`src/deq_pkg.sv`:
```
`default_nettype none
package deq_pkg;

  // Store geometry. DEPTH must be a power of two: positions wrap by carry-out.
  localparam int DEPTH   = 16;
  localparam int PTR_W   = $clog2(DEPTH);
  localparam int CNT_W   = $clog2(DEPTH + 1);
  localparam int DATA_W  = 32;

  // Field widths on the ports
  localparam int OP_W    = 3;
  localparam int VALUE_W = 32;
  localparam int COUNT_W = 5;
  localparam int IN_TDATA_W  = 32;
  localparam int OUT_TDATA_W = 40;

  typedef enum logic [OP_W-1:0] {
    OP_PUSH_FRONT = 3'd0,
    OP_PUSH_REAR  = 3'd1,
    OP_POP_FRONT  = 3'd2,
    OP_POP_REAR   = 3'd3,
    OP_PEEK_FRONT = 3'd4,
    OP_PEEK_REAR  = 3'd5
  } op_t;

  // Controller commands to the datapath
  typedef struct packed {
    logic capture;  // latch the incoming item
    logic exec;     // access the store, move positions and count
    logic load;     // fill the result register
  } deq_cmd_t;

endpackage
`default_nettype wire

```
`src/deq_ctrl.sv`:
```
`default_nettype none
module deq_ctrl (
  input  wire              clk,
  input  wire              rst_n,
  input  wire              in_tvalid,
  output logic             in_tready,
  output logic             out_tvalid,
  input  wire              out_tready,
  output deq_pkg::deq_cmd_t cmd
);
  import deq_pkg::*;

  typedef enum logic [1:0] {
    ST_IDLE,
    ST_EXEC,
    ST_LOAD
  } state_t;

  state_t state_r, state_nxt;
  logic   out_valid_r, out_valid_nxt;
  logic   slot_free;

  assign slot_free = !out_valid_r || out_tready;

  always_comb begin
    state_nxt     = state_r;
    out_valid_nxt = out_valid_r;
    cmd           = '0;
    if (out_valid_r && out_tready) begin
      out_valid_nxt = 1'b0;
    end
    unique case (state_r)
      ST_IDLE: begin
        if (in_tvalid) begin
          cmd.capture = 1'b1;
          state_nxt   = ST_EXEC;
        end
      end
      ST_EXEC: begin
        cmd.exec  = 1'b1;
        state_nxt = ST_LOAD;
      end
      ST_LOAD: begin
        // wait here while an older result still sits unread
        if (slot_free) begin
          cmd.load      = 1'b1;
          out_valid_nxt = 1'b1;
          state_nxt     = ST_IDLE;
        end
      end
      default: state_nxt = ST_IDLE;
    endcase
  end

  always_ff @(posedge clk) begin
    if (!rst_n) begin
      state_r     <= ST_IDLE;
      out_valid_r <= 1'b0;
    end else begin
      state_r     <= state_nxt;
      out_valid_r <= out_valid_nxt;
    end
  end

  assign in_tready  = (state_r == ST_IDLE);
  assign out_tvalid = out_valid_r;

endmodule
`default_nettype wire

```
`src/deq_dpath.sv`:
```
`default_nettype none
module deq_dpath (
  input  wire                             clk,
  input  wire                             rst_n,
  input  deq_pkg::deq_cmd_t               cmd,
  input  wire [deq_pkg::OP_W-1:0]         op_in,
  input  wire [deq_pkg::VALUE_W-1:0]      value_in,
  output logic                            ok_out,
  output logic [deq_pkg::VALUE_W-1:0]     read_value_out,
  output logic [deq_pkg::COUNT_W-1:0]     count_out,
  output logic                            empty_out
);
  import deq_pkg::*;

  logic [DATA_W-1:0]  mem [DEPTH];

  logic [OP_W-1:0]    op_r;
  logic [DATA_W-1:0]  value_r;
  logic [PTR_W-1:0]   front_r, front_nxt;
  logic [PTR_W-1:0]   rear_r, rear_nxt;
  logic [CNT_W-1:0]   count_r, count_nxt;
  logic [DATA_W-1:0]  rd_data_r;
  logic               ok_r, ok_nxt;
  logic               is_read_r, is_read_nxt;

  logic [PTR_W-1:0]   addr;
  logic               wr_en;
  logic               full, empty;

  assign full  = (count_r == CNT_W'(DEPTH));
  assign empty = (count_r == '0);

  always_comb begin
    front_nxt   = front_r;
    rear_nxt    = rear_r;
    count_nxt   = count_r;
    addr        = front_r;
    wr_en       = 1'b0;
    ok_nxt      = 1'b0;
    is_read_nxt = 1'b0;
    case (op_r) inside
      OP_PUSH_FRONT: begin
        addr = front_r - PTR_W'(1);
        if (!full) begin
          front_nxt = addr;
          wr_en     = 1'b1;
          count_nxt = count_r + CNT_W'(1);
          ok_nxt    = 1'b1;
        end
      end
      OP_PUSH_REAR: begin
        addr = rear_r + PTR_W'(1);
        if (!full) begin
          rear_nxt  = addr;
          wr_en     = 1'b1;
          count_nxt = count_r + CNT_W'(1);
          ok_nxt    = 1'b1;
        end
      end
      OP_POP_FRONT, OP_PEEK_FRONT: begin
        addr        = front_r;
        ok_nxt      = !empty;
        is_read_nxt = 1'b1;
        if (!empty && op_r == OP_POP_FRONT) begin
          front_nxt = front_r + PTR_W'(1);
          count_nxt = count_r - CNT_W'(1);
        end
      end
      OP_POP_REAR, OP_PEEK_REAR: begin
        addr        = rear_r;
        ok_nxt      = !empty;
        is_read_nxt = 1'b1;
        if (!empty && op_r == OP_POP_REAR) begin
          rear_nxt  = rear_r - PTR_W'(1);
          count_nxt = count_r - CNT_W'(1);
        end
      end
      default: ;  // unused codes: no operation, fail
    endcase
  end

  // store: one registered read per operation, plus a write on a successful push
  always_ff @(posedge clk) begin
    if (cmd.exec) begin
      if (wr_en) begin
        mem[addr] <= value_r;
      end
      rd_data_r <= mem[addr];
    end
  end

  always_ff @(posedge clk) begin
    if (!rst_n) begin
      front_r <= '0;
      rear_r  <= PTR_W'(DEPTH - 1);
      count_r <= '0;
    end else if (cmd.exec) begin
      front_r <= front_nxt;
      rear_r  <= rear_nxt;
      count_r <= count_nxt;
    end
  end

  always_ff @(posedge clk) begin
    if (cmd.capture) begin
      op_r    <= op_in;
      value_r <= DATA_W'(value_in);
    end
    if (cmd.exec) begin
      ok_r      <= ok_nxt;
      is_read_r <= is_read_nxt;
    end
    if (cmd.load) begin
      ok_out         <= ok_r;
      read_value_out <= (ok_r && is_read_r) ? VALUE_W'(rd_data_r) : '0;
      count_out      <= COUNT_W'(count_r);
      empty_out      <= (count_r == '0);
    end
  end

endmodule
`default_nettype wire

```
`src/double_ended_queue.sv`:
```
// Bounded double-ended queue over a 16-word circular store.
// Each item passes through the capture / store access / result load sequence of
//   the controller; a new item is accepted only after the last one's result is
//   loaded, and a held result stalls only the load step.
// Reset (rst_n low, synchronous): empty deque, front 0, rear 15, no result
//   pending; store contents stay undefined until pushed.
`default_nettype none
module double_ended_queue (
  input  wire                               clk,
  input  wire                               rst_n,
  // input item
  input  wire                               in_tvalid,
  output logic                              in_tready,
  input  wire [deq_pkg::IN_TDATA_W-1:0]     in_tdata,   // [31:0] push_value
  input  wire [deq_pkg::OP_W-1:0]           in_tuser,   // [2:0] op
  // result item
  output logic                              out_tvalid,
  input  wire                               out_tready,
  output logic [deq_pkg::OUT_TDATA_W-1:0]   out_tdata   // [0] ok, [32:1] read_value,
                                                        // [37:33] count_after,
                                                        // [38] empty_after, [39] zero
);
  import deq_pkg::*;

  deq_cmd_t             cmd;
  logic                 ok;
  logic [VALUE_W-1:0]   read_value;
  logic [COUNT_W-1:0]   count_after;
  logic                 empty_after;

  // Sequence each item: accept, access the store, then hand the result over.
  deq_ctrl u_ctrl (
    .clk        (clk),
    .rst_n      (rst_n),
    .in_tvalid  (in_tvalid),
    .in_tready  (in_tready),
    .out_tvalid (out_tvalid),
    .out_tready (out_tready),
    .cmd        (cmd)
  );

  // Hold the store, the front and rear positions, the count and the result.
  deq_dpath u_dpath (
    .clk            (clk),
    .rst_n          (rst_n),
    .cmd            (cmd),
    .op_in          (in_tuser),
    .value_in       (in_tdata),
    .ok_out         (ok),
    .read_value_out (read_value),
    .count_out      (count_after),
    .empty_out      (empty_after)
  );

  // Pack the result fields from the lowest bit up; pad to a whole byte.
  assign out_tdata = {1'b0, empty_after, count_after, read_value, ok};

endmodule
`default_nettype wire
```
`config.mk`:
```
export PLATFORM = sky130hd
export DESIGN_NAME = double_ended_queue
export DESIGN_NICKNAME = d
export VERILOG_FILES = /design/src/deq_pkg.sv /design/src/deq_ctrl.sv /design/src/deq_dpath.sv /design/src/double_ended_queue.sv
export SDC_FILE = /design/constraint.sdc
export NUM_CORES = 1
export LEC_CHECK = 0
export BUFFER_PORTS_ARGS = -buffer_cell sky130_fd_sc_hd__buf_2
export CAP_MARGIN = 40
export CORE_MARGIN = 2
export CORE_UTILIZATION = 60
export CTS_BUF_LIST = sky130_fd_sc_hd__clkbuf_16
export CTS_CLUSTER_DIAMETER = 80
export DETAILED_ROUTE_END_ITERATION = 8
export PLACE_DENSITY = 0.77
export SLEW_MARGIN = 20
export SYNTH_ARGS = -nofsm -noshare
export SYNTH_HDL_FRONTEND = slang
export SYNTH_SLANG_ARGS = --single-unit
export TNS_END_PERCENT = 5
```
`constraint.sdc`:
```
create_clock -name clk -period 4.8 [get_ports clk]
set_input_delay 0.96 -clock clk [delete_from_list [all_inputs] [get_ports clk]]
set_output_delay 0.96 -clock clk [all_outputs]
set_load 0.005 [all_outputs]
```
==> metrics.md <==
| Metric | Value |
|---|---|
| Cell Chain, Critical Path | `nor2_1 > buf_4 > nand2_1 > a21oi_1 > nand3b_1 > nor2_4 > buf_12` |
| First-pass GRT wire length | `83.5 mm` |
| Clock latency of the later-clocked register in the worst-skew pair | `0.62 ns` |
| Number of search-and-repair iterations in the first detailed-routing pass | `6` |
| Count of antenna diodes in the layout | `0` |
| Setup violators final | `0` |
| Worst Path Required | `5.10 ns` |
| Number of warning messages in the yosys log | `0` |
| GRT Util Overall | `0.257` |
| Share of post-route cells with drive strength above 1 | `0.146` |
| Max IR drop VDD | `0.303 mV` |
| Clock-pin slew on the worst setup and hold paths | `0.06 ns` |
| Register area share after synthesis | `0.753` |
| Non-Filler Instances | `2254` |
| Flip-flop cell with the highest count after synthesis | `edfxtp_1` |
| Reg-to-reg setup timing slack | `1.04 ns` |
| Largest net degree at the start of global routing | `129` |
| Sink count of the clock tree | `636` |
| Horiz. Die Dim | `209 um` |
| Critical path origin | `u_dpath.op_r[1]$_DFFE_PP_` |
| Register cell area after layout | `18900 um^2` |
| Cell with the most instances after synthesis | `edfxtp_1` |
| Nets@finish | `1707` |
| Biggest cell delay along the critical path | `0.72 ns` |
| Boundary pin count | `81` |
| Status | `finished, final reports clean` |
| Arrival time worst endpoint | `4.06 ns` |
| Layout overhead on the synthesized area | `12.9%` |
| Syn_nets | `1615` |
| Post-DRT Antenna Nets | `0` |
| Post-CTS Repair Setup Buffers | `0` |
| Total power density per cell area | `419 nW/um^2` |
| Worst flop-to-flop path endpoint | `u_dpath.mem[8][8]$_DFFE_PP_` |
| CTS H-tree lvls | `2` |
| DRC | `0` |
| Cell type contributing the most total cell area after synthesis | `edfxtp_1` |
| Period utilisation layout | `0.783` |
| Rows | `75` |
| Number of buffers created by CTS | `61` |
| PostCTS Resize Cnt | `0` |
| Last element of the critical path | `u_dpath.mem[8][8]$_DFFE_PP_` |
| Clock tree from TritonCTS | `built` |
| Type of the worst setup path | `flop to flop` |
| IO Port Bufs | `79` |
| Vias in the first global route | `13700` |
| Kind of end point of the critical path | `flop` |
| Synth top area share | `0.740` |
| Core area | `41700 um^2` |
| Slew headroom | `0.415` |
| Cell types with the highest counts after synthesis | `edfxtp_1, mux2i_1, nand2_1` |
| Detailed-route vias per instance | `6.16` |
| Clock Skew | `0.0135 ns` |
| Distinct cell type count after synthesis | `63` |
| Slowest cell on crit path | `nor2_1` |
| Placer congestion estimate | `0.871` |
| Depth of the worst register-to-register path | `7` |
| Die Height | `209 um` |
| Register bit count reported by yosys | `636` |
| Static power due to leakage | `9.99 nW` |
| Cell Count Post-Placement | `2138` |
| Average instance area after synthesis | `16.0 um^2` |
| Synth Instances | `1570` |
| Tightest Pin Transition | `0.878 ns` |
| Synth area leaders | `edfxtp_1, mux2i_1, nand2_1` |
| Multi-input gate area in the final layout | `5890 um^2` |
| Max Fanout on Critical Path | `20` |
| Number of flops mapped to enable cells by yosys | `620` |
| Post-detail-place hpwl | `29.3 mm` |
| RSZ-0062 raised after global routing | `no` |
| Class of the tightest hold or removal check | `input port to flop` |
| Number of antenna violations at the first check in global routing | `0` |
| Detailed-route wire length per cell | `24.6 um` |
| Final min period | `3.76 ns` |
| Remaining global-route overflow | `0` |
| Fill cell count | `2691` |
| Die ar. | `43600 um^2` |
| Kind of launch point of the worst setup path | `flop` |
| # Max-Cap Violations | `0` |
| Launch point of the worst reg-to-reg path | `u_dpath.op_r[1]$_DFFE_PP_` |
| Proportion of register bits with asynchronous set or reset after synthesis | `0` |
| Total Negative Setup Slacks | `0 ns` |
| Buffer type at the clock tree root | `clkbuf_16` |
| Hold buffer count at cts | `0` |
| Final count of pins violating max slew | `0` |
| Starting density of the core | `0.604` |
| Highest achievable clock rate | `266 MHz` |
| Overall via count from detail_route | `13900` |
| Number of buffers between clock root and the deepest sink | `3` |
| Hold Fails Final Rpt | `0` |
| Mapped Area | `25200 um^2` |
| Total length of routed wires | `55.5 mm` |
| Number of violations reported at the end of detailed-routing iteration 0 | `1695` |
cell type report:
type,instances,area share
multi-input combinational,832,0.207
clock inverter,53,0.0141
clock buffer,63,0.0555
inverter,9,0.00119
timing repair buffer,122,0.0314
sequential,636,0.667
tap,539,0.0237
cells in the final DEF, fill, tap and decap left out, types with 29 or more instances in the layout:
cell / n
mux2i_1: 225
and3_1: 36
edfxtp_1: 620
nand3_1: 100
clkbuf_16: 63
buf_4: 29
nand2_1: 211
a211oi_1: 31
a2111o_1: 31
buf_2: 79
nor2b_1: 36
nand4_1: 33
per-layer routing:
metal,up-vias,wire [um],GRT usage
li1,6206,-,-
met1,6906,22600,0.362
met2,668,26900,0.420
met3,96,4660,0.0383
met4,0,1330,0.0842
met5,-,0,0
state kept, by name, indices dropped and copies added (netlist names):
register and cells:
u_ctrl.out_tvalid 1, u_ctrl.state_r 2, u_dpath.count_out 5, u_dpath.count_r 5, u_dpath.empty_out 1, u_dpath.front_r 4, u_dpath.is_read_r 1, u_dpath.mem 512
u_dpath.ok_out 1, u_dpath.ok_r 1, u_dpath.op_r 3, u_dpath.rd_data_r 32, u_dpath.read_value_out 32, u_dpath.rear_r 4, u_dpath.value_r 32
cells by family (layout without fill, tap and decap cells):
kind of cell,Yosys count,in the layout,synth area share
AO/OA/AOI/OAI,105,105,0.0356
other,1,1,0.000149
buffers and inverters,102,247,0.0204
adder cells (fa/ha/maj),6,6,0.00298
flip-flops,636,636,0.753
AND/OR/NAND/NOR,478,478,0.0918
XOR/XNOR,14,14,0.00487
multiplexers,228,228,0.0917
how the worst min path moves through the flow:
stage	to	slack (ns)	cells after the start	start
2_1_floorplan	u_dpath.count_out[2]$_DFFE_PP_	0.41	0	u_dpath.count_r[2]$_SDFFE_PN0P_
3_3_place_gp	u_ctrl.out_tvalid$_SDFF_PN0_	0.52	2	u_ctrl.out_tvalid$_SDFF_PN0_
3_5_place_dp	u_dpath.read_value_out[26]$_SDFFCE_PN0P_	0.54	1	u_dpath.rd_data_r[26]$_DFFE_PP_
4_1_cts	u_dpath.value_r[2]$_DFFE_PP_	0.49	1	in_tdata[2]
5_1_grt	u_dpath.value_r[23]$_DFFE_PP_	0.51	1	in_tdata[23]
6_report	u_dpath.value_r[2]$_DFFE_PP_	0.52	1	in_tdata[2]
power by group:
part | internal, mW | switching [mW]
Combinational | 0.330 | 0.592
Clock | 2.69 | 1.99
Sequential | 6.20 | 0.0963
through the flow:
step / setup slack (ns) / power [mW] / utilization / hold WS (ns) / instance area, um^2
floorplan: 1.04 / 7.04 / - / 0.406 / 25200
global placement: 1.23 / 7.30 / 0.634 / 0.517 / 26400
detailed placement: 1.13 / 7.32 / 0.634 / 0.544 / 26400
CTS: 1.06 / 11.9 / 0.682 / 0.492 / 28400
global route: 0.834 / 12.3 / 0.682 / 0.505 / 28400
finish: 1.04 / 11.9 / 0.682 / 0.517 / 28400
critical path: cells and delay by family (launching register included):
kind,cells,cell delay (ns)
buf+inv,2,0.59
simple gates,4,1.87
compound gates,1,0.37
flops,1,0.61
No activity file was read; power rests on OpenSTA's default activity.
